### src/rtl/fcca_pkg.sv
// Shared types and constants for the cluster chain allocator.
// Used by every RTL file of the block; depends on nothing.
`timescale 1ns / 1ps
`default_nettype none

package fcca_pkg;

	// Table geometry
	localparam int TABLE_ENTRIES = 1024;
	localparam int IDX_W         = $clog2(TABLE_ENTRIES);
	localparam int CNT_W         = IDX_W + 1;

	// Channel field widths
	localparam int CMD_W     = 2;
	localparam int CLUSTER_W = 10;
	localparam int COUNT_W   = 11;
	localparam int LINK_W    = 28;
	localparam int STATUS_W  = 2;
	localparam int SECTOR_W  = 18;
	localparam int DONE_W    = 11;

	// Configuration register widths
	localparam int CC_W  = 11;
	localparam int DSS_W = 16;
	localparam int SPC_W = 8;

	// APB port
	localparam int APB_DATA_W = 32;
	localparam int APB_ADDR_W = 4;

	// Register indexes (byte address = 4 * index)
	localparam logic [1:0] REG_CLUSTER_COUNT       = 2'd0;
	localparam logic [1:0] REG_DATA_START_SECTOR   = 2'd1;
	localparam logic [1:0] REG_SECTORS_PER_CLUSTER = 2'd2;

	localparam logic [CC_W-1:0]  CC_RESET  = 11'd1024;
	localparam logic [DSS_W-1:0] DSS_RESET = 16'd0;
	localparam logic [SPC_W-1:0] SPC_RESET = 8'd8;

	// Link words
	localparam logic [LINK_W-1:0] END_MARK  = 28'hFFFFFFF;
	localparam logic [LINK_W-1:0] FREE_MARK = 28'h0000000;

	localparam logic [SECTOR_W-1:0] SECTOR_MAX = '1;

	typedef enum logic [CMD_W-1:0] {
		CMD_ALLOC = 2'd0,
		CMD_FREE  = 2'd1,
		CMD_READ  = 2'd2,
		CMD_WRITE = 2'd3
	} cmd_code_t;

	typedef enum logic [STATUS_W-1:0] {
		ST_OK       = 2'd0,
		ST_BAD_ARG  = 2'd1,
		ST_NO_SPACE = 2'd2,
		ST_BROKEN   = 2'd3
	} status_t;

	typedef struct packed {
		logic [CC_W-1:0]  cluster_count;
		logic [DSS_W-1:0] data_start_sector;
		logic [SPC_W-1:0] sectors_per_cluster;
	} cfg_t;

	// Datapath operation for the current cycle
	typedef enum logic [2:0] {
		OP_NOP      = 3'd0,
		OP_CLEAR    = 3'd1,
		OP_START    = 3'd2,
		OP_COUNT    = 3'd3,
		OP_RESCAN   = 3'd4,
		OP_LINK     = 3'd5,
		OP_LINK_END = 3'd6,
		OP_WALK     = 3'd7
	} dp_op_t;

	// Which result to build into the output register
	typedef enum logic [2:0] {
		RK_BAD     = 3'd0,
		RK_NOSPACE = 3'd1,
		RK_BROKEN  = 3'd2,
		RK_READ    = 3'd3,
		RK_WRITE   = 3'd4,
		RK_ALLOC   = 3'd5,
		RK_FREED   = 3'd6
	} res_kind_t;

	typedef struct packed {
		dp_op_t    op;
		logic      load_item;
		logic      res_load;
		res_kind_t kind;
	} dp_cmd_t;

	typedef struct packed {
		cmd_code_t command;
		logic      arg_ok;
		logic      count_zero;
		logic      clr_last;
		logic      enough;
		logic      scan_done;
		logic      walk_over;
		logic      walk_end;
		logic      walk_bad;
	} dp_stat_t;

endpackage

`default_nettype wire

### src/rtl/fcca_regs.sv
// APB configuration registers: cluster count, data start sector, sectors per cluster.
// Depends on fcca_pkg.
`timescale 1ns / 1ps
`default_nettype none

module fcca_regs import fcca_pkg::*; (
	input  wire logic                  clk,
	input  wire logic                  arst_n,
	input  wire logic                  psel,
	input  wire logic                  penable,
	input  wire logic                  pwrite,
	input  wire logic [APB_ADDR_W-1:0] paddr,
	input  wire logic [APB_DATA_W-1:0] pwdata,
	output logic      [APB_DATA_W-1:0] prdata,
	output logic                       pready,
	output cfg_t                       cfg
);

	cfg_t       cfg_q;
	logic [1:0] index;
	logic       wr_en;

	assign index  = paddr[APB_ADDR_W-1:2];
	assign wr_en  = psel && penable && pwrite;
	assign pready = 1'b1;
	assign cfg    = cfg_q;

	always_ff @(posedge clk or negedge arst_n) begin
		if (!arst_n) begin
			cfg_q.cluster_count       <= CC_RESET;
			cfg_q.data_start_sector   <= DSS_RESET;
			cfg_q.sectors_per_cluster <= SPC_RESET;
		end else if (wr_en) begin
			unique case (index)
				REG_CLUSTER_COUNT:       cfg_q.cluster_count       <= pwdata[CC_W-1:0];
				REG_DATA_START_SECTOR:   cfg_q.data_start_sector   <= pwdata[DSS_W-1:0];
				REG_SECTORS_PER_CLUSTER: cfg_q.sectors_per_cluster <= pwdata[SPC_W-1:0];
				default: ;
			endcase
		end
	end

	always_comb begin
		unique case (index)
			REG_CLUSTER_COUNT:       prdata = APB_DATA_W'(cfg_q.cluster_count);
			REG_DATA_START_SECTOR:   prdata = APB_DATA_W'(cfg_q.data_start_sector);
			REG_SECTORS_PER_CLUSTER: prdata = APB_DATA_W'(cfg_q.sectors_per_cluster);
			default:                 prdata = '0;
		endcase
	end

endmodule

`default_nettype wire

### config.mk
export PLATFORM = sky130hd
export DESIGN_NAME = fcca_regs
export DESIGN_NICKNAME = d
export VERILOG_FILES = /design/src/rtl/fcca_pkg.sv /design/src/rtl/fcca_regs.sv
export SDC_FILE = /design/constraint.sdc
export NUM_CORES = 1
export LEC_CHECK = 0
export BUFFER_PORTS_ARGS = -buffer_cell sky130_fd_sc_hd__buf_2
export CAP_MARGIN = 15
export CORE_MARGIN = 1.5
export CORE_UTILIZATION = 43
export DETAILED_ROUTE_END_ITERATION = 8
export GPL_TIMING_DRIVEN = 1
export PLACE_DENSITY = 0.8
export SLEW_MARGIN = 10
export SYNTH_ARGS = -nofsm -noshare
export SYNTH_HDL_FRONTEND = slang
export SYNTH_SLANG_ARGS = --single-unit
### constraint.sdc
create_clock -name clk -period 1.2 [get_ports clk]
set_clock_uncertainty 0.1 [all_clocks]
set_input_delay 0.18 -clock clk [delete_from_list [all_inputs] [get_ports clk]]
set_output_delay 0.18 -clock clk [all_outputs]
set_load 0.005 [all_outputs]
* Word-level counts from Yosys, hierarchy flattened *
Cells that the tools add are included.

storage, ports and cells
  logic and storage cells = 12
  register bits = 35
  output and inout bits = 68

operators by class
  mux-type cells = 1
  reduce and logical (&&, ||, !) cells = 6
  equality and inequality tests = 2

operators by type and width
  kind                  count
  $pmux W16 S3          1
  $reduce_and A2 Y1     3
  $eq A2 B1 Y1 const B  1
  $eq A2 B2 Y1 const B  1
  $logic_and A1 B1 Y1   2
  $logic_not A2 Y1      1

* Longest topological paths before layout *
Gate-level depths: netlist of the first run.

  word-level depth = 3
  gate-level depth with buffers = 5

* Worst setup path before layout of the first run *
Ideal clock, no wire load.

  kind = input -> register
  start = input port paddr[2]
  end = register cfg_q (netlist bit cfg[13])
  path buffers = 2
  path slack = -208 ps
  setup time = 125 ps
  cell stages on the path = 4
  data arrival time = 1183 ps
  required time = 975 ps
  cells stage by stage = buf_2 nor3b_4 buf_4 mux2_2

on the way
  cells in the longest elaborated chain, start to end = 2

ends and longest elaborated chain
  element                             RTL line         text
  from (decl)                         fcca_regs.sv:12  input wire logic [APB_ADDR_W-1:0] paddr,
  $eq A2 B1 Y1                        fcca_regs.sv:34  unique case (index)
  $reduce_and A2 Y1 (no source line)  -
  to (decl)                           fcca_regs.sv:19  cfg_t cfg_q;

No other way between the ends.
A chain may end at the register's enable or synchronous reset.

* Final worst setup path of the first run *
  start = register cfg_q (netlist bit cfg[3])
  end = output port prdata[3]

on the way
  cells in the longest elaborated chain, start to end = 1

ends and longest elaborated chain
  element       RTL line         text
  $pmux W16 S3  fcca_regs.sv:44  unique case (index)
  to (decl)     fcca_regs.sv:14  output logic [APB_DATA_W-1:0] prdata,

No other way between the ends.

==> impl_metrics.ini, run 1 <==
[outcome]
status = complete, but fails checks
violations = setup timing

[power]
power_mw = 4.10
p_int_mw = 2.94
p_sw_mw = 1.15
pwr-share-clk = 0.215
leakage_nw = 1.43
combPwrFrac = 0.373
p_sw_frac = 0.282
peakVddDrop_mv = 0.837
powerDensity_nw_per_um2 = 1520
p_seq_frac = 0.412

[critical_path]
critical-path-max-stage-delay_ns = 0.56
cp.required_ns = 0.92
path_delay_family = flip-flops
critical_path_class = reg -> out
cp-start-kind = flop
critPathBufInv = 1
cp_max_fo = 3
slowest_stage = dfstp_2
arrival_ns = 1.09
cp-end-kind = output pin
worstPathCellList = nand2_1 > o21ai_1 > buf_2

[placed_design]
dpl_cell_area_um2 = 2260
io_buffers = 73
hpwl_mm = 2.99
place_congestion = 0.737
dp.cells = 266
pre_cts_ws_ns = -0.294

[detailed_routing]
dr.pass1.iters = 4
drtIter0Drc = 45
wl_mm = 4.57
num_vias = 1412
ant_nets = 0
vias_per_cell = 4.72
wl_per_cell_um = 15.3
post-route-drc-count = 0

[synth]
seq_area_frac_synth = 0.500
synth_area_leaders = dfrtp_1 (47%), mux2_2 (17%), buf_4 (7.7%), mux2_4 (6.8%), mux2i_1 (6.3%)
synth-seq-cells = 35
syn_area_um2 = 1760
synth_top_area_frac = 0.470
avgSynthCellArea_um2 = 12.8
yosysTopAreaCell = dfrtp_1
netlist_instances = 137
yosysUniqueCellTypes = 20
ys_warn_count = 0

[timing]
drv_slew = 0
post-route-min-period_ns = 1.37
max_freq_mhz = 731
period_share = 1.14
setup_ws_ns = -0.169
setup_viol = 21
hold_ws_ns = 0.0152
hold_violations = 0
setup_tns_ns = -1.68
rsz0062_at_grt = yes

[global_routing]
use_met2 = 0.321
antenna_found_initial = 0
gr-total-overflow = 0
grt_pass1_vias = 1266
grt_usage = 0.195
grt.met1_usage = 0.243
met3_usage = 0.0541
grt_pass1_wl_mm = 6.21
grt_start_max_net_pins = 18
top_usage_layer = met2

[clocking]
cts_root_buf = clkbuf_8
clk_pin_slew_worst_paths_ns = 0.07
cts.sinks = 35
htreeDepth = 2
cts_tree = built
clockBufferDepth = 2
worst_skew_pair.late_latency_ns = 0.29
cts_buffers = 5

[final_layout]
largest_register_ffs = 35
antenna-diode-count = 0
layout.nets = 289
layout.cells.non_filler = 299
fillers = 296
final_util = 0.677
ff_latch_area_um2 = 878
stdcell_area_um2 = 2690
multi_input_area_um2 = 826
drive_gt1_frac = 0.647
area_growth_pct = 52.9

[floorplan]
io-pin-count = 109
die-area_um2 = 4480
core-area_um2 = 3970
num_rows = 23
dieWidth_um = 66.9
die_h_um = 66.9
initial_core_util = 0.443

[hold_path]
hp-class = in -> reg

[run]
cap_viol_max_count = 0
synth_stat cells (all sizes together):
master / number
and2: 5
and2b: 1
buf: 22
clkbuf: 2
conb: 2
dfrtp: 33
dfstp: 2
mux2: 35
mux2i: 11
nand2: 8
nand3: 1
nor2: 3
nor2b: 1
nor3: 1
nor3b: 1
o21ai: 8
or3b: 1
power by group through the flow:
stage | registers, mW | clock network, mW | logic [mW]
after CTS | 1.67 | 0.892 | 1.26
final | 1.69 | 0.881 | 1.53
after global routing | 1.72 | 0.952 | 1.64
after detailed placement | 1.70 | 0 | 1.03
after floorplan | 1.70 | 0 | 0.527
after global placement | 1.70 | 0 | 0.992
layer usage:
metal  share of wire  vias to the layer above
li1                -                      654
met1            0.42                      697
met2            0.51                       55
met3           0.063                        6
met4          0.0096                        0
met5               0                        -
final cells by class:
class                   count  share of cell area
flip-flops and latches     35               0.327
repair buffers            113               0.309
well taps                  50              0.0233
clock buffers               7              0.0321
clock inverters             1             0.00186
multi-input cells          93               0.307
path summary, 6_finish.rpt:
path                                           from                  end  slack (ns)  cells after the start
worst max-delay path             cfg[3]$_DFFE_PN1P_            prdata[3]       -0.17                      3
worst min-delay path                     pwdata[14]  cfg[22]$_DFFE_PN0P_        0.02                      2
worst max register to register  cfg[16]$_DFFE_PN0P_  cfg[16]$_DFFE_PN0P_        0.07                      3
worst min register to register  cfg[23]$_DFFE_PN0P_  cfg[23]$_DFFE_PN0P_        0.43                      1
max in group asynchronous                    arst_n   cfg[3]$_DFFE_PN1P_        0.33                      3
min in group asynchronous                    arst_n  cfg[15]$_DFFE_PN0P_        0.17                      2
worst reg2reg max path, delay by kind of cell (launching register included):
kind     cells  cell delay (ns)
flops        1             0.40
mux          1             0.26
buf+inv      2             0.25
repair_timing:
| item | 4_1_cts | 5_1_grt |
|---|---|---|
| endpoints found under the setup margin | 18 | 27 |
| buffers inserted | 18 | 6 |
| hold buffers | 1 | 0 |
| pin swaps | 1 | 2 |
| gates resized for setup | 13 | 27 |
| endpoints found under the hold margin | 33 | 0 |
cells in the final DEF, fill, tap and decap left out:
cell type       n
or3b_1          1
dfstp_2         2
buf_2          59
clkbuf_8        6
nor3b_4         1
buf_4          24
nand3_4         1
nand2_1         8
dfrtp_1        33
nor3_2          1
buf_6          27
clkinv_2        1
nor2_1          3
buf_12          2
conb_1         17
nor2b_4         1
dlygate4sd3_1   1
and2_1          5
mux2i_1        11
o21ai_1         8
mux2_2         17
and2b_2         1
mux2_4         18
clkbuf_1        1
cell families (layout without fill, tap and decap cells):
logic type / count (synthesis) / count (layout) / share of synthesized area
AO/OA/AOI/OAI: 8 / 8 / 0.0228
multiplexers: 46 / 46 / 0.304
flip-flops: 35 / 35 / 0.500
buffers and inverters: 24 / 121 / 0.0961
other: 2 / 17 / 0.00427
AND/OR/NAND/NOR: 22 / 22 / 0.0733
(Power assumes the default switching activity.)
==> inputs of run 2 (changes only) <==
--- a/config.mk
+++ b/config.mk
@@ -8,10 +8,10 @@
 export BUFFER_PORTS_ARGS = -buffer_cell sky130_fd_sc_hd__buf_2
 export CAP_MARGIN = 15
 export CORE_MARGIN = 1.5
-export CORE_UTILIZATION = 43
+export CORE_UTILIZATION = 46
 export DETAILED_ROUTE_END_ITERATION = 8
 export GPL_TIMING_DRIVEN = 1
-export PLACE_DENSITY = 0.8
+export PLACE_DENSITY = 0.85
 export SLEW_MARGIN = 10
 export SYNTH_ARGS = -nofsm -noshare
 export SYNTH_HDL_FRONTEND = slang
==> constraint.sdc (replaced) <==
create_clock -name clk -period 1.7 [get_ports clk]
set_clock_uncertainty 0.1 [all_clocks]
set_input_delay 0.255 -clock clk [delete_from_list [all_inputs] [get_ports clk]]
set_output_delay 0.255 -clock clk [all_outputs]
set_load 0.005 [all_outputs]
==> run 2 against run 1 <==
The flow now finishes without violations. Non-clock buffer count fell by 25. Die area fell by 6.2%. Worst setup slack improved by 0.32 ns. Critical path depth rose by 2. Register-to-register slack improved by 0.75 ns. Highest routed layer unchanged. Clock power fell by 12%.
==> impl_metrics.ini, run 2 (same netlist as run 1, synthesis figures left out) <==
[outcome]
status = complete, no violations

[placed_design]
pre_cts_ws_ns = 0.115
hpwl_mm = 2.95
dpl_cell_area_um2 = 2180
place_congestion = 0.727
dp.cells = 263
io_buffers = 73

[clocking]
cts_root_buf = clkbuf_8
cts_buffers = 5
clk_pin_slew_worst_paths_ns = 0.07
htreeDepth = 2
cts_tree = built
cts.sinks = 35
worst_skew_pair.late_latency_ns = 0.28
clockBufferDepth = 2

[critical_path]
r2r_cells = 1
critical_path_class = in -> out
worstReg2RegEnd = cfg[5]$_DFFE_PN0P_
arrival_ns = 1.20
cp-end-kind = output pin
cp-start-kind = input pin
cp.required_ns = 1.34
rr_startpoint = cfg[5]$_DFFE_PN0P_
rrSetupSlack_ns = 0.82
cp_max_fo = 10

[detailed_routing]
dr.pass1.iters = 2
wl_mm = 3.85
post-route-drc-count = 0
vias_per_cell = 4.81
ant_nets = 0
wl_per_cell_um = 14.1
num_vias = 1307
drtIter0Drc = 21

[final_layout]
area_growth_pct = 31.3
layout.cells.non_filler = 272
final_cell_mix = buf_2 (73), dfrtp_1 (33), mux2_2 (27), conb_1 (17), buf_4 (14)
layout.nets = 264
drive_gt1_frac = 0.603
largest_register_ffs = 35
stdcell_area_um2 = 2310
antenna-diode-count = 0
final_common_cell = buf_2

[floorplan]
initial_core_util = 0.480
dieWidth_um = 64.8
die_h_um = 64.8
num_rows = 22
io-pin-count = 109
core-area_um2 = 3660
die-area_um2 = 4200

[power]
leakage_nw = 1.24
peakVddDrop_mv = 0.651
power_mw = 2.62
powerDensity_nw_per_um2 = 1140

[hold_path]
hp-class = in -> reg
whs_endpoint = cfg[20]$_DFFE_PN0P_
whs_path_depth = 2
hold_start = pwdata[12]

[global_routing]
gr-total-overflow = 0
grt_usage = 0.203
grt_pass1_wl_mm = 6.21
antenna_found_initial = 0
grt_pass1_vias = 1267
grt_start_max_net_pins = 19

[timing]
setup_ws_ns = 0.150
setup_tns_ns = 0
max_freq_mhz = 645
hold_violations = 0
drv_slew = 0
setup_viol = 0
rsz0062_at_grt = no
post-route-min-period_ns = 1.55
period_share = 0.912

[run]
cap_viol_max_count = 0
[run 2: area by class of cell]
| cell class | instances | area [µm²] |
|---|---|---|
| fillers | 312 | 1350 |
| flip-flops and latches | 35 | 878 |
| multi-input cells | 93 | 772 |
| repair buffers | 88 | 480 |
| clock buffers | 6 | 82.6 |
| well taps | 48 | 60.1 |
| clock inverters | 2 | 35.0 |
[run 2: layer usage]
layer / global-route usage / vias to the layer above / wire [µm]
met5: 0 / - / 0
met3: 0.0955 / 4 / 416
li1: - / 603 / -
met2: 0.348 / 72 / 1860
met4: 0.0718 / 0 / 37
met1: 0.219 / 628 / 1530
[run 2: worst max-delay path by stage]
stage                        start             endpoint  slack, ns
after floorplan           paddr[2]  cfg[13]$_DFFE_PN0P_       0.22
after global placement    paddr[3]   cfg[1]$_DFFE_PN0P_       0.13
after detailed placement  paddr[3]   cfg[5]$_DFFE_PN0P_       0.12
after CTS                 paddr[3]           prdata[11]       0.15
after global routing      paddr[3]           prdata[13]       0.09
final                     paddr[3]           prdata[11]       0.15
[run 2: where the power goes]
part,switching (mW),internal (mW)
logic,0.264,0.409
clock network,0.297,0.474
registers,0.141,1.04
[run 2: worst max-delay path, stage by stage]
cell and delay [ns]:
buf_2 0.23, buf_4 0.20, and2b_1 0.22, and2_1 0.17, buf_2 0.12
[run 2: what timing repair did]
action	in CTS	in global routing
hold endpoints to repair	14	0
endpoints found under the setup margin	0	0
buffers inserted	0	0
resized for setup	0	0
hold buffers	1	0
[run 2: per-stage QoR]
| step | hold slack [ns] | utilization |
|---|---|---|
| 3_5_place_dp | 0.0963 | 0.596 |
| 4_1_cts | 0.0856 | 0.631 |
| 3_3_place_gp | 0.0962 | 0.596 |
| 6_report | 0.0945 | 0.631 |
| 5_1_grt | 0.0798 | 0.631 |
| 2_1_floorplan | -0.141 | - |
