## src/rtl/fcca_pkg.sv

```systemverilog
// Shared types and constants for the cluster chain allocator.
// Used by every RTL file of the block; depends on nothing.
`timescale 1ns / 1ps
`default_nettype none

package fcca_pkg;

	// Table geometry
	localparam int TABLE_ENTRIES = 1024;
	localparam int IDX_W         = $clog2(TABLE_ENTRIES);
	localparam int CNT_W         = IDX_W + 1;

	// Channel field widths
	localparam int CMD_W     = 2;
	localparam int CLUSTER_W = 10;
	localparam int COUNT_W   = 11;
	localparam int LINK_W    = 28;
	localparam int STATUS_W  = 2;
	localparam int SECTOR_W  = 18;
	localparam int DONE_W    = 11;

	// Configuration register widths
	localparam int CC_W  = 11;
	localparam int DSS_W = 16;
	localparam int SPC_W = 8;

	// APB port
	localparam int APB_DATA_W = 32;
	localparam int APB_ADDR_W = 4;

	// Register indexes (byte address = 4 * index)
	localparam logic [1:0] REG_CLUSTER_COUNT       = 2'd0;
	localparam logic [1:0] REG_DATA_START_SECTOR   = 2'd1;
	localparam logic [1:0] REG_SECTORS_PER_CLUSTER = 2'd2;

	localparam logic [CC_W-1:0]  CC_RESET  = 11'd1024;
	localparam logic [DSS_W-1:0] DSS_RESET = 16'd0;
	localparam logic [SPC_W-1:0] SPC_RESET = 8'd8;

	// Link words
	localparam logic [LINK_W-1:0] END_MARK  = 28'hFFFFFFF;
	localparam logic [LINK_W-1:0] FREE_MARK = 28'h0000000;

	localparam logic [SECTOR_W-1:0] SECTOR_MAX = '1;

	typedef enum logic [CMD_W-1:0] {
		CMD_ALLOC = 2'd0,
		CMD_FREE  = 2'd1,
		CMD_READ  = 2'd2,
		CMD_WRITE = 2'd3
	} cmd_code_t;

	typedef enum logic [STATUS_W-1:0] {
		ST_OK       = 2'd0,
		ST_BAD_ARG  = 2'd1,
		ST_NO_SPACE = 2'd2,
		ST_BROKEN   = 2'd3
	} status_t;

	typedef struct packed {
		logic [CC_W-1:0]  cluster_count;
		logic [DSS_W-1:0] data_start_sector;
		logic [SPC_W-1:0] sectors_per_cluster;
	} cfg_t;

	// Datapath operation for the current cycle
	typedef enum logic [2:0] {
		OP_NOP      = 3'd0,
		OP_CLEAR    = 3'd1,
		OP_START    = 3'd2,
		OP_COUNT    = 3'd3,
		OP_RESCAN   = 3'd4,
		OP_LINK     = 3'd5,
		OP_LINK_END = 3'd6,
		OP_WALK     = 3'd7
	} dp_op_t;

	// Which result to build into the output register
	typedef enum logic [2:0] {
		RK_BAD     = 3'd0,
		RK_NOSPACE = 3'd1,
		RK_BROKEN  = 3'd2,
		RK_READ    = 3'd3,
		RK_WRITE   = 3'd4,
		RK_ALLOC   = 3'd5,
		RK_FREED   = 3'd6
	} res_kind_t;

	typedef struct packed {
		dp_op_t    op;
		logic      load_item;
		logic      res_load;
		res_kind_t kind;
	} dp_cmd_t;

	typedef struct packed {
		cmd_code_t command;
		logic      arg_ok;
		logic      count_zero;
		logic      clr_last;
		logic      enough;
		logic      scan_done;
		logic      walk_over;
		logic      walk_end;
		logic      walk_bad;
	} dp_stat_t;

endpackage

`default_nettype wire

```

## src/rtl/fcca_ctrl.sv

```systemverilog
// Command sequencer: clear pass, decode, scan, link and chain walk control.
// Depends on fcca_pkg; drives fcca_dpath through dp_cmd_t.
`timescale 1ns / 1ps
`default_nettype none

module fcca_ctrl import fcca_pkg::*; (
	input  wire logic     clk,
	input  wire logic     arst_n,
	input  wire logic     in_valid,
	output logic          in_ready,
	output logic          out_valid,
	input  wire logic     out_ready,
	input  wire dp_stat_t ds,
	output dp_cmd_t       dc
);

	typedef enum logic [6:0] {
		S_CLEAR = 7'b0000001,
		S_IDLE  = 7'b0000010,
		S_START = 7'b0000100,
		S_COUNT = 7'b0001000,
		S_LINK  = 7'b0010000,
		S_READ  = 7'b0100000,
		S_WALK  = 7'b1000000
	} state_t;

	state_t state_q, state_d;
	logic   out_valid_q;

	assign in_ready  = (state_q == S_IDLE);
	assign out_valid = out_valid_q;

	always_comb begin
		state_d      = state_q;
		dc.op        = OP_NOP;
		dc.load_item = 1'b0;
		dc.res_load  = 1'b0;
		dc.kind      = RK_BAD;
		unique case (state_q)
			S_CLEAR: begin
				dc.op = OP_CLEAR;
				if (ds.clr_last) state_d = S_IDLE;
			end
			S_IDLE: begin
				if (in_valid) begin
					dc.load_item = 1'b1;
					state_d      = S_START;
				end
			end
			S_START: begin
				// hold until the output register is free
				if (!out_valid_q) begin
					dc.op = OP_START;
					unique case (ds.command)
						CMD_ALLOC: begin
							if (ds.count_zero) begin
								dc.res_load = 1'b1;
								state_d     = S_IDLE;
							end else begin
								state_d = S_COUNT;
							end
						end
						CMD_FREE: begin
							if (!ds.arg_ok) begin
								dc.res_load = 1'b1;
								state_d     = S_IDLE;
							end else begin
								state_d = S_WALK;
							end
						end
						CMD_READ: begin
							if (!ds.arg_ok) begin
								dc.res_load = 1'b1;
								state_d     = S_IDLE;
							end else begin
								state_d = S_READ;
							end
						end
						CMD_WRITE: begin
							dc.res_load = 1'b1;
							dc.kind     = ds.arg_ok ? RK_WRITE : RK_BAD;
							state_d     = S_IDLE;
						end
						default: state_d = S_IDLE;
					endcase
				end
			end
			S_COUNT: begin
				priority if (ds.enough) begin
					dc.op   = OP_RESCAN;
					state_d = S_LINK;
				end else if (ds.scan_done) begin
					dc.res_load = 1'b1;
					dc.kind     = RK_NOSPACE;
					state_d     = S_IDLE;
				end else begin
					dc.op = OP_COUNT;
				end
			end
			S_LINK: begin
				if (ds.enough) begin
					dc.op       = OP_LINK_END;
					dc.res_load = 1'b1;
					dc.kind     = RK_ALLOC;
					state_d     = S_IDLE;
				end else begin
					dc.op = OP_LINK;
				end
			end
			S_READ: begin
				dc.res_load = 1'b1;
				dc.kind     = RK_READ;
				state_d     = S_IDLE;
			end
			S_WALK: begin
				dc.op = OP_WALK;
				priority if (ds.walk_over) begin
					dc.res_load = 1'b1;
					dc.kind     = RK_BROKEN;
					state_d     = S_IDLE;
				end else if (ds.walk_end) begin
					dc.res_load = 1'b1;
					dc.kind     = RK_FREED;
					state_d     = S_IDLE;
				end else if (ds.walk_bad) begin
					dc.res_load = 1'b1;
					dc.kind     = RK_BROKEN;
					state_d     = S_IDLE;
				end else begin
					state_d = S_WALK;
				end
			end
			default: state_d = S_CLEAR;
		endcase
	end

	always_ff @(posedge clk or negedge arst_n) begin
		if (!arst_n) begin
			state_q     <= S_CLEAR;
			out_valid_q <= 1'b0;
		end else begin
			state_q <= state_d;
			if (dc.res_load) begin
				out_valid_q <= 1'b1;
			end else if (out_ready) begin
				out_valid_q <= 1'b0;
			end
		end
	end

endmodule

`default_nettype wire

```

## config.mk

```make
export PLATFORM = sky130hd
export DESIGN_NAME = fcca_ctrl
export DESIGN_NICKNAME = d
export VERILOG_FILES = /design/src/rtl/fcca_pkg.sv /design/src/rtl/fcca_ctrl.sv
export SDC_FILE = /design/constraint.sdc
export NUM_CORES = 1
export LEC_CHECK = 0
export ABC_AREA = 1
export BUFFER_PORTS_ARGS = -buffer_cell sky130_fd_sc_hd__buf_2
export CORE_AREA = 2 2 44 46
export CTS_CLUSTER_DIAMETER = 100
export DETAILED_ROUTE_END_ITERATION = 7
export DIE_AREA = 0 0 46 48
export PLACE_DENSITY_LB_ADDON = 0.12
export SLEW_MARGIN = 5
export SYNTH_ARGS = -nofsm -noshare
export SYNTH_HDL_FRONTEND = slang
export SYNTH_SLANG_ARGS = --single-unit
```

## constraint.sdc

```tcl
create_clock -name clk -period 1.6 [get_ports clk]
set_input_delay 0.32 -clock clk [delete_from_list [all_inputs] [get_ports clk]]
set_output_delay 0.32 -clock clk [all_outputs]
set_load 0.1 [all_outputs]
```

==> run_results.csv, run 1 <==
group,metric,value,unit
logic_synthesis,synth_cell_types,20,
logic_synthesis,netlist_instances,139,
timing,crit_endpoint,"dc[3]",
floorplan,die_h,48,um
clocking,htree_levels,1,
logic_synthesis,yosys_warnings,0,
floorplan,die_x,46,um
logic_synthesis,synth_most_common_cell,"nand2_1",
logic_synthesis,synth_top_family_by_area,"simple AND/OR/NAND/NOR gates",
logic_synthesis,synth_xor_area_share,0,%
logic_synthesis,synthSimpleGateAreaFrac,53.0,%
floorplan,io_pins,24,
logic_synthesis,synthMuxAreaShare,0,%
outcome,status,"did not finish",
logic_synthesis,yosys-top-cells-area,"dfrtp_1 21%, nand2_1 19%, nor2_1 9.9%, inv_1 9.5%, nand3_1 7.8%",
logic_synthesis,synth_nets,157,
placement,io_buffers,23,
logic_synthesis,seq_area_frac_synth,24.2,%
clocking,cts_buffer_depth,2,
clocking,clkSinkCount,8,
logic_synthesis,synth_common_cells,"42 x nand2_1, 22 x nor2_1, 21 x inv_1, 13 x nand3_1, 7 x dfrtp_1",
logic_synthesis,ys_ff_latch,8,
clocking,clockRootBuffer,"clkbuf_4",
logic_synthesis,synth-main-ff-cell,"dfrtp_1",
logic_synthesis,ys_async_sr_fraction,100,%
logic_synthesis,netlist.area_leader.share,21.1,%
logic_synthesis,yosysTopAreaCell,"dfrtp_1",
timing,worst_endpoint_kind,"primary output",
logic_synthesis,synth-adder-area-share,6.02,%
logic_synthesis,synth_edf_count,0,
logic_synthesis,avgSynthCellArea,5.98,um2
floorplan,initial_core_util,49.2,%
global_routing,grt_max_degree,9,
clocking,numCtsBuffers,3,
logic_synthesis,syn_area,831,um2
placement,place_congestion,0.902,
floorplan,num_rows,15,
placement,place_area,1370,um2
outcome,tool.error,"[ERROR DPL-0038] Utilization greater than 100%, impossible to legalize",
outcome,stop_stage,"global routing",
placement,place_hpwl,2180,um
logic_synthesis,synth_compound_area_share,5.87,%
[per-stage QoR]
stage	worst slack [ns]	setup TNS [ns]	instances
after CTS	-0.289	-2.82	214
after detailed placement	-0.200	-0.578	201
after global placement	-0.173	-0.392	201
after floorplan	-0.415	-1.12	139
[kinds of logic after synthesis]
| logic type | after synthesis |
|---|---|
| AO/OA/AOI/OAI | 7 |
| flip-flops | 8 |
| AND/OR/NAND/NOR | 96 |
| buffers and inverters | 24 |
| adder cells (fa/ha/maj) | 4 |
[timing repair]
| item | 4_1_cts |
|---|---|
| setup endpoints to repair | 10 |
| buffers inserted | 9 |
| hold endpoints to repair | 7 |
| gates resized for setup | 17 |
| hold buffers | 1 |
| pin swaps | 11 |
==> inputs of run 2 (changes only) <==
- CORE_AREA: 2 2 44 46 -> 2 2 63 65
- CTS_CLUSTER_DIAMETER: 100 -> not set
- DIE_AREA: 0 0 46 48 -> 0 0 65 67
- PLACE_DENSITY_LB_ADDON: 0.12 -> 0.15
==> run 2 against run 1 <==
  * The flow now finishes, with violations (negative setup slack)
  * Synthesized cell count unchanged
  * Area after synthesis unchanged
==> run_results.csv, run 2 <==
group,metric,value,unit
logic_synthesis,ys_ff_latch,8,
detailed_routing,wl_per_cell,12.1,um
clocking,cts_tree,"yes",
finish,diodes,0,
logic_synthesis,yosys_warnings,0,
pwr,p_leak,0.955,nW
pwr,ir_worst_vdd,0.361,mV
clocking,clk_pin_slew,0.05,ns
global_routing,grt_pass1_vias,1114,
logic_synthesis,synth_xor_area_share,0,%
timing,min_period_over_period,118,%
timing,slew_headroom,68.0,%
logic_synthesis,synth_cell_types,20,
global_routing,grt_max_degree,9,
critical_path,end_kind,"primary output",
critical_path,arrival,1.56,ns
floorplan,num_rows,22,
detailed_routing,ant_nets,0,
logic_synthesis,netlist_instances,139,
logic_synthesis,synth_most_common_cell,"nand2_1",
detailed_routing,via_count,1145,
critical_path,rrSetupSlack,-0.26,ns
floorplan,initial_core_util,23.0,%
timing,fin_ws,-0.283,ns
finish,top_register,"state_q",
timing,fmax,0.531,GHz
timing,fin_skew,0.00828,ns
worst_hold_path,min_path_type,"in2reg",
timing,setup_viol,14,
logic_synthesis,yosys-top-cells-area,"dfrtp_1 21%, nand2_1 19%, nor2_1 9.9%, inv_1 9.5%, nand3_1 7.8%",
clocking,clockRootBuffer,"clkbuf_8",
finish,layout-drive-gt1-share,68.2,%
logic_synthesis,synthSimpleGateAreaFrac,53.0,%
placement,place_area,1470,um2
logic_synthesis,synthMuxAreaShare,0,%
timing,rsz0062_at_grt,"yes",
placement,place_congestion,0.847,
clocking,clkSinkCount,8,
floorplan,die_area,4360,um2
job,max_cap_viol_count,0,
placement,dp_slack,-0.146,ns
finish,postLayoutCoreUtil,53.5,%
floorplan,die_x,65,um
logic_synthesis,synth-main-ff-cell,"dfrtp_1",
logic_synthesis,avgSynthCellArea,5.98,um2
floorplan,coreArea,3610,um2
timing,hold_viol,0,
finish,seqCellArea,206,um2
logic_synthesis,syn_area,831,um2
placement,io_buffers,23,
critical_path,critPathKind,"reg2out",
pwr,p_per_area,1060,nW/um2
finish,syn_to_final_growth,132,%
global_routing,grt_pass1_wl,4850,um
timing,setup_tns,-2.48,ns
clocking,clk_latency,0.23,ns
global_routing,antenna_found_initial,0,
detailed_routing,vias_per_cell,4.42,
detailed_routing,drt-total-wl,3130,um
timing,worstMarginPinSlew,0.484,ns
detailed_routing,drc,0,
timing,period_minus_slack,1.88,ns
clocking,numCtsBuffers,3,
placement,place_hpwl,2380,um
finish,multi_input_area,851,um2
logic_synthesis,synth_common_cells,"42 x nand2_1, 22 x nor2_1, 21 x inv_1, 13 x nand3_1, 7 x dfrtp_1",
global_routing,grt_overflow_total,0,
floorplan,io_pins,24,
finish,largest_reg_flops,7,
outcome,status,"finished, violations left",
detailed_routing,drtPass1Iterations,6,
outcome,violations,"negative setup slack",
logic_synthesis,synth_top_family_by_area,"simple AND/OR/NAND/NOR gates",
finish,design_area,1930,um2
critical_path,start_kind,"register",
detailed_routing,drtIter0Drc,28,
clocking,cts_buffer_depth,2,
finish,layout_common_cells,"27 x buf_4, 22 x nand2_1, 16 x nand2_2, 16 x buf_6",
logic_synthesis,synth_compound_area_share,5.87,%
logic_synthesis,yosysTopAreaCell,"dfrtp_1",
logic_synthesis,synth-adder-area-share,6.02,%
finish,fillers,341,
logic_synthesis,seq_area_frac_synth,24.2,%
logic_synthesis,netlist.area_leader.share,21.1,%
logic_synthesis,synth_edf_count,0,
floorplan,die_h,67,um
critical_path,worstPathRequired,1.28,ns
global_routing,grt_use_total,14.5,%
clocking,htree_levels,1,
finish,nNetsFinal,230,
timing,slew_viol_final,0,
critical_path,critPathMaxFanout,3,
finish,final_common_cell,"buf_4",
logic_synthesis,ys_async_sr_fraction,100,%
logic_synthesis,synth_nets,157,
==> run 2: cell counts after synthesis <==
Identical to the previous run, type by type.
==> run 2: timing repair <==
item                       CTS  global route
hold buffers                 1             0
hold endpoints to repair     7             0
gates resized for setup     46            36
pin swaps                   14            17
setup endpoints to repair    9            16
setup buffers                9             8
==> run 2: path summary, 6_finish.rpt <==
check,from,depth (start not counted),to
setup / recovery,state_q[0],7,dc[5]
hold / removal,out_ready,2,out_valid
setup reg to reg,state_q[2],12,out_valid
hold reg to reg,out_valid,2,state_q[2]
max in group asynchronous,arst_n,2,state_q[0]
min in group asynchronous,arst_n,2,state_q[5]
==> run 2: through the flow <==
stage / hold slack [ns] / cells / power [mW]
2_1_floorplan: 0.0244 / 139 / 1.01
3_3_place_gp: 0.172 / 239 / 1.43
3_5_place_dp: 0.173 / 239 / 1.44
4_1_cts: 0.329 / 253 / 1.87
5_1_grt: 0.349 / 259 / 2.18
6_report: 0.325 / 259 / 2.06
==> run 2: layout make-up <==
type / instances / share of cell area, %
repair buffers: 68 / 34.3
multi-input cells: 107 / 44.1
flip-flops and latches: 8 / 10.7
well taps: 48 / 3.11
clock buffers: 4 / 2.33
inverters: 24 / 5.44
==> run 2: cell families (layout without fill, tap and decap cells) <==
logic type / count (synthesis) / in the layout
DFF: 8 / 8
and+or+nand+nor: 96 / 96
adders and majority gates: 4 / 4
buffers and inverters: 24 / 96
AOI/OAI and AO/OA: 7 / 7
==> run 2: routing by layer <==
| layer | share of wire (%) | vias to the layer above | global-route usage, % | wire, um |
|---|---|---|---|---|
| li1 | - | 582 | - | - |
| met4 | 0.86 | 0 | 5.32 | 27 |
| met5 | 0 | - | 0 | 0 |
| met3 | 1.7 | 2 | 0.676 | 53 |
| met2 | 54 | 19 | 26.8 | 1710 |
| met1 | 43 | 542 | 17.6 | 1350 |
==> run 2: power by group <==
part / leakage (nW) / internal [mW] / switching [mW] / total (mW)
clock: 0.0228 / 0.173 / 0.0790 / 0.252
sequential: 0.100 / 0.255 / 0.0581 / 0.313
combinational: 0.832 / 0.598 / 0.892 / 1.49
==> run 2: worst max-delay path: stages (launching register included) <==
cell     delay [ns]
dfstp_2        0.55
nor2_4         0.06
nand2_4        0.10
inv_4          0.06
buf_12         0.13
nand3_4        0.06
nand4_1        0.16
buf_12         0.21
No activity file was read; power rests on OpenSTA's default activity.
==> inputs of run 3 (changes only) <==
--- a/config.mk
+++ b/config.mk
@@ -9,2 +9,3 @@
 export BUFFER_PORTS_ARGS = -buffer_cell sky130_fd_sc_hd__buf_2
+export CAP_MARGIN = 30
 export CORE_AREA = 2 2 63 65
==> constraint.sdc (replaced) <==
create_clock -name clk -period 1.6 [get_ports clk]
set_input_delay 0.4 -clock clk [delete_from_list [all_inputs] [get_ports clk]]
set_output_delay 0.4 -clock clk [all_outputs]
set_load 0.1 [all_outputs]
==> run 3 against run 2 <==
  * Largest cell class unchanged
  * Global-route usage is 0.29 points lower
  * Die area did not move
  * Hold slack got worse by 0.32 ns
  * Cell count down 1.5%
  * Flip-flop and latch count is the same
  * The flow still finishes with violations (negative setup slack)
  * Setup slack worse by 0.067 ns
  * Critical path type unchanged
  * Critical endpoint unchanged
  * Sequential share of layout area rose by 1.0 points
  * Combinational power down 10%
  * Non-clock buffer count shrank 4
==> run_results.csv, run 3 (synthesis gave the netlist of run 2 again) <==
group,metric,value,unit
outcome,status,"finished, violations left",
outcome,violations,"negative setup slack",
finish,layout-drive-gt1-share,58.9,%
finish,nNetsFinal,226,
detailed_routing,wl_per_cell,11.1,um
detailed_routing,drc,0,
pwr,seqPwrFrac,16.4,%
pwr,pwr-share-comb,70.4,%
timing,hold_viol,0,
timing,fin_skew,0.00648,ns
critical_path,worstPathRequired,1.20,ns
critical_path,arrival,1.55,ns
global_routing,grt_max_degree,9,
finish,layout_common_cells,"35 x buf_4, 32 x nand2_1, 13 x inv_1, 13 x nor2_1, 13 x buf_2",
job,max_cap_viol_count,0,
global_routing,grt_pass1_vias,1138,
critical_path,start_kind,"register",
pwr,p_leak,0.910,nW
placement,dp_slack,-0.274,ns
timing,slew_viol_final,0,
finish,syn_to_final_growth,110,%
timing,period_minus_slack,1.95,ns
floorplan,die_h,67,um
pwr,internal_power,0.972,mW
pwr,clkPwrFrac,13.3,%
placement,io_buffers,23,
pwr,switching_share,49.0,%
global_routing,antenna_found_initial,0,
global_routing,grt_overflow_total,0,
clocking,numCtsBuffers,3,
critical_path,critPathKind,"reg2out",
global_routing,grt_use_total,14.2,%
pwr,ir_worst_vdd,0.363,mV
timing,slew_headroom,83.7,%
clocking,cts_buffer_depth,2,
placement,place_congestion,0.816,
clocking,cts_tree,"yes",
finish,largest_reg_flops,7,
placement,place_area,1500,um2
detailed_routing,via_count,1103,
detailed_routing,vias_per_cell,4.33,
detailed_routing,drt-total-wl,2830,um
clocking,clockRootBuffer,"clkbuf_8",
floorplan,initial_core_util,23.0,%
detailed_routing,drtIter0Drc,5,
clocking,clkSinkCount,8,
timing,setup_tns,-3.54,ns
timing,fmax,0.513,GHz
finish,diodes,0,
floorplan,coreArea,3610,um2
critical_path,end_kind,"primary output",
finish,top_register,"state_q",
worst_hold_path,min_path_type,"in2async",
pwr,fin_total_pwr,1.91,mW
global_routing,grt_pass1_wl,4710,um
finish,final_common_cell,"buf_4",
pwr,p_per_area,1090,nW/um2
placement,place_hpwl,2450,um
pwr,p_switching,0.935,mW
critical_path,critPathMaxFanout,4,
floorplan,num_rows,22,
detailed_routing,ant_nets,0,
detailed_routing,drtPass1Iterations,4,
floorplan,die_x,65,um
clocking,holdBufCountCts,0,
timing,fin_ws,-0.351,ns
clocking,clk_pin_slew,0.04,ns
timing,min_period_over_period,122,%
clocking,clk_latency,0.23,ns
timing,rsz0062_at_grt,"yes",
placement,dp_cells,241,
finish,instances_no_fill,255,
floorplan,die_area,4360,um2
floorplan,io_pins,24,
timing,worstMarginPinSlew,0.244,ns
timing,setup_viol,14,
clocking,htree_levels,1,
finish,design_area,1750,um2
-- run 3: changes by cell type in the layout (fill, tap and decap cells not counted), moves of 3 or more --
cell / delta
dfrtp_2: -4
buf_6: -10
dfrtp_1: +3
nand3_4: -3
inv_2: +3
buf_4: +8
nand3_1: +3
nor2_4: -5
nand2_1: +10
nand2_2: -8
nor2_1: +4
-- run 3: timing repair --
action / 4_1_cts / 5_1_grt
buffers inserted: 6 / 4
pin swaps: 13 / 22
endpoints found under the setup margin: 10 / 15
resized for setup: 26 / 14
-- run 3: power groups by stage --
stage | Sequential, mW | Combinational, mW | Clock (mW)
2_1_floorplan | 0.316 | 0.694 | 0
3_3_place_gp | 0.298 | 1.18 | 0
3_5_place_dp | 0.300 | 1.19 | 0
4_1_cts | 0.308 | 1.30 | 0.259
5_1_grt | 0.315 | 1.42 | 0.278
6_report | 0.312 | 1.34 | 0.253
-- run 3: metrics by stage --
stage	hold slack [ns]	utilization, %
3_3_place_gp	0.249	41.5
2_1_floorplan	0.104	-
6_report	0.000771	48.5
3_5_place_dp	0.251	41.5
5_1_grt	0.00877	48.5
4_1_cts	0.00530	46.6
-- run 3: metal layers --
| metal | up-vias | track usage (%) | share of wire, % |
|---|---|---|---|
| met5 | - | 0 | 0 |
| met4 | 0 | 6.38 | 1.8 |
| met3 | 5 | 0.507 | 1.5 |
| met2 | 16 | 26.2 | 52 |
| met1 | 511 | 17.0 | 44 |
| li1 | 571 | - | - |
-- run 3: worst paths after layout --
kind | start | cells past startpoint | slack [ns] | to
min in group clk | out_ready | 2 | 0.39 | out_valid
min | arst_n | 1 | 0.0008 | out_valid
max reg2reg | state_q[1] | 10 | -0.21 | state_q[3]
min reg2reg | out_valid | 2 | 0.68 | state_q[2]
max | state_q[0] | 7 | -0.35 | dc[5]
max in group asynchronous | arst_n | 1 | 1.35 | state_q[0]
-- run 3: area by class of cell --
| cell class | count | area, um2 |
|---|---|---|
| Inverter | 24 | 100 |
| Timing Repair Buffer | 64 | 596 |
| Clock buffer | 4 | 45.0 |
| Tap cell | 48 | 60.1 |
| Fill cell | 360 | 1860 |
| Multi-Input combinational cell | 107 | 742 |
| Sequential cell | 8 | 205 |
-- run 3: worst max-delay path, stage by stage, from the launching register on --
cell	delay [ns]
dfstp_2	0.56
nor2_4	0.05
nand2_4	0.10
inv_4	0.05
buf_6	0.12
nand2_8	0.06
nand4_1	0.16
buf_12	0.22
==> inputs of run 4 (changes only) <==
- clock period: 1.6 -> 2.5 ns (I/O delays scaled with it)
==> run 4 against run 3 <==
  * Largest cell class unchanged
  * Flip-flop and latch count is the same
  * Highest routed layer unchanged
  * The flow now finishes without violations
  * Largest power group unchanged
  * Clock skew shrank 0.0047 ns
  * Global-route usage shrank 2.8 points
  * First-iteration DRC count grew to 7.2 times the previous value
  * Sequential power shrank 38%
  * Setup slack gained 0.45 ns
  * Critical endpoint is now dc[1]
==> run_results.csv, run 4 (synthesis gave the netlist of run 2 again) <==
group,metric,value,unit
global_routing,grtUsageMet2,20.0,%
critical_path,end_kind,"primary output",
critical_path,worstPathRequired,1.88,ns
global_routing,grt_pass1_wl,3720,um
critical_path,critPathMaxFanout,4,
detailed_routing,drtPass1Iterations,4,
critical_path,start_kind,"register",
timing,fin_skew,0.00178,ns
global_routing,grt_max_degree,9,
timing,min_period_over_period,96.0,%
clocking,htree_levels,1,
detailed_routing,drt-total-wl,2280,um
floorplan,io_pins,24,
critical_path,rrSetupSlack,1.07,ns
timing,setup_tns,0,ns
placement,io_buffers,23,
pwr,clkPwrFrac,16.6,%
job,max_cap_viol_count,0,
pwr,fin_total_pwr,0.945,mW
finish,fillers,408,
finish,layout_common_cells,"42 x nand2_1, 21 x inv_1, 20 x nor2_1, 18 x buf_2, 11 x nand3_1",
detailed_routing,vias_per_cell,4.39,
floorplan,initial_core_util,23.0,%
critical_path,critPathKind,"reg2out",
timing,worstMarginPinSlew,0.488,ns
finish,top_register,"state_q",
placement,place_area,1080,um2
critical_path,reg2reg_depth,7,
floorplan,die_h,67,um
pwr,switching_share,52.9,%
finish,layout-drive-gt1-share,28.9,%
clocking,clk_latency,0.22,ns
clocking,clk_pin_slew,0.04,ns
global_routing,grt_use_total,11.4,%
finish,final_common_cell,"nand2_1",
global_routing,grtUsageMet1,14.1,%
global_routing,grt_use_met3,0.676,%
pwr,p_switching,0.500,mW
clocking,cts_tree,"yes",
clocking,clkSinkCount,8,
floorplan,num_rows,22,
outcome,status,"completed",
floorplan,die_area,4360,um2
placement,dp_cells,210,
clocking,post_cts_buffers,0,
timing,slew_headroom,67.7,%
finish,syn_to_final_growth,37.8,%
timing,fin_ws,0.0991,ns
finish,diodes,0,
global_routing,grt_pass1_vias,878,
detailed_routing,drc,0,
detailed_routing,via_count,940,
finish,largest_reg_flops,7,
detailed_routing,drtIter0Drc,36,
finish,nNetsFinal,185,
placement,place_congestion,0.841,
clocking,cts_buffer_depth,2,
timing,fmax,0.417,GHz
global_routing,grt_busiest_layer,"met2",
detailed_routing,ant_nets,0,
pwr,ir_worst_vdd,0.273,mV
timing,setup_viol,0,
critical_path,arrival,1.78,ns
placement,place_hpwl,2070,um
clocking,holdBufCountCts,0,
timing,period_minus_slack,2.40,ns
clocking,clockRootBuffer,"clkbuf_8",
pwr,pwr-share-comb,63.1,%
pwr,internal_power,0.445,mW
worst_hold_path,min_path_type,"in2async",
finish,design_area,1140,um2
clocking,numCtsBuffers,3,
critical_path,r2r-end,"out_valid",
timing,rsz0062_at_grt,"no",
pwr,p_per_area,826,nW/um2
timing,hold_viol,0,
detailed_routing,wl_per_cell,10.7,um
timing,slew_viol_final,0,
critical_path,timing.rr.start,"state_q[0]",
pwr,p_leak,0.676,nW
pwr,seqPwrFrac,20.3,%
placement,dp_slack,0.107,ns
global_routing,antenna_found_initial,0,
finish,instances_no_fill,214,
floorplan,die_x,65,um
critical_path,cp-startpoint,"state_q[5]",
global_routing,grt_overflow_total,0,
floorplan,coreArea,3610,um2
run 4: cell count changes in the layout (fill, tap and decap cells not counted), moves of 6 or more:
cell / previous run / this run
nand2_1: 32 / 42
buf_6: 6 / 0
buf_12: 10 / 4
buf_4: 35 / 0
nor2_1: 13 / 20
inv_1: 13 / 21
run 4: power groups by stage:
stage               Combinational [mW]  Sequential (mW)  Clock [mW]
floorplan                        0.422            0.200           0
global placement                 0.597            0.187           0
detailed placement               0.597            0.187           0
CTS                              0.599            0.186       0.159
global route                     0.643            0.196       0.170
finish                           0.596            0.192       0.157
run 4: routing by layer:
| layer | wire [um] | vias up |
|---|---|---|
| li1 | - | 491 |
| met3 | 39 | 4 |
| met5 | 0 | - |
| met2 | 1140 | 12 |
| met1 | 1070 | 433 |
| met4 | 37 | 0 |
run 4: critical path, stage by stage, from the launching register on:
cell	delay, ns
dfrtp_1	0.38
nor2_1	0.18
nand2_1	0.10
nor2_1	0.22
a21oi_1	0.17
inv_1	0.07
buf_2	0.42
run 4: layout make-up:
type | count | area, um2 | share of cell area (%)
inverter | 24 | 90.1 | 7.87
timing repair buffer | 23 | 178 | 15.5
multi-input combinational | 107 | 571 | 49.8
clock buffer | 4 | 45.0 | 3.93
tap | 48 | 60.1 | 5.25
sequential | 8 | 201 | 17.6
run 4: worst max path at each step:
stage	end	slack, ns	depth (start not counted)
floorplan	dc[6]	0.04	1
global placement	dc[3]	0.14	8
detailed placement	dc[3]	0.11	8
CTS	dc[1]	0.08	6
global route	dc[7]	0.006	6
finish	dc[1]	0.1	6
run 4: per-stage QoR:
| step | hold WS [ns] | util [%] |
|---|---|---|
| global placement | 0.471 | 30.1 |
| CTS | 0.232 | 31.3 |
| finish | 0.228 | 31.7 |
| global route | 0.233 | 31.7 |
| detailed placement | 0.471 | 30.1 |
| floorplan | 0.329 | - |
run 4: what timing repair did:
item,in CTS,in global routing
endpoints found under the hold margin,0,0
resized for setup,0,4
endpoints found under the setup margin,0,2
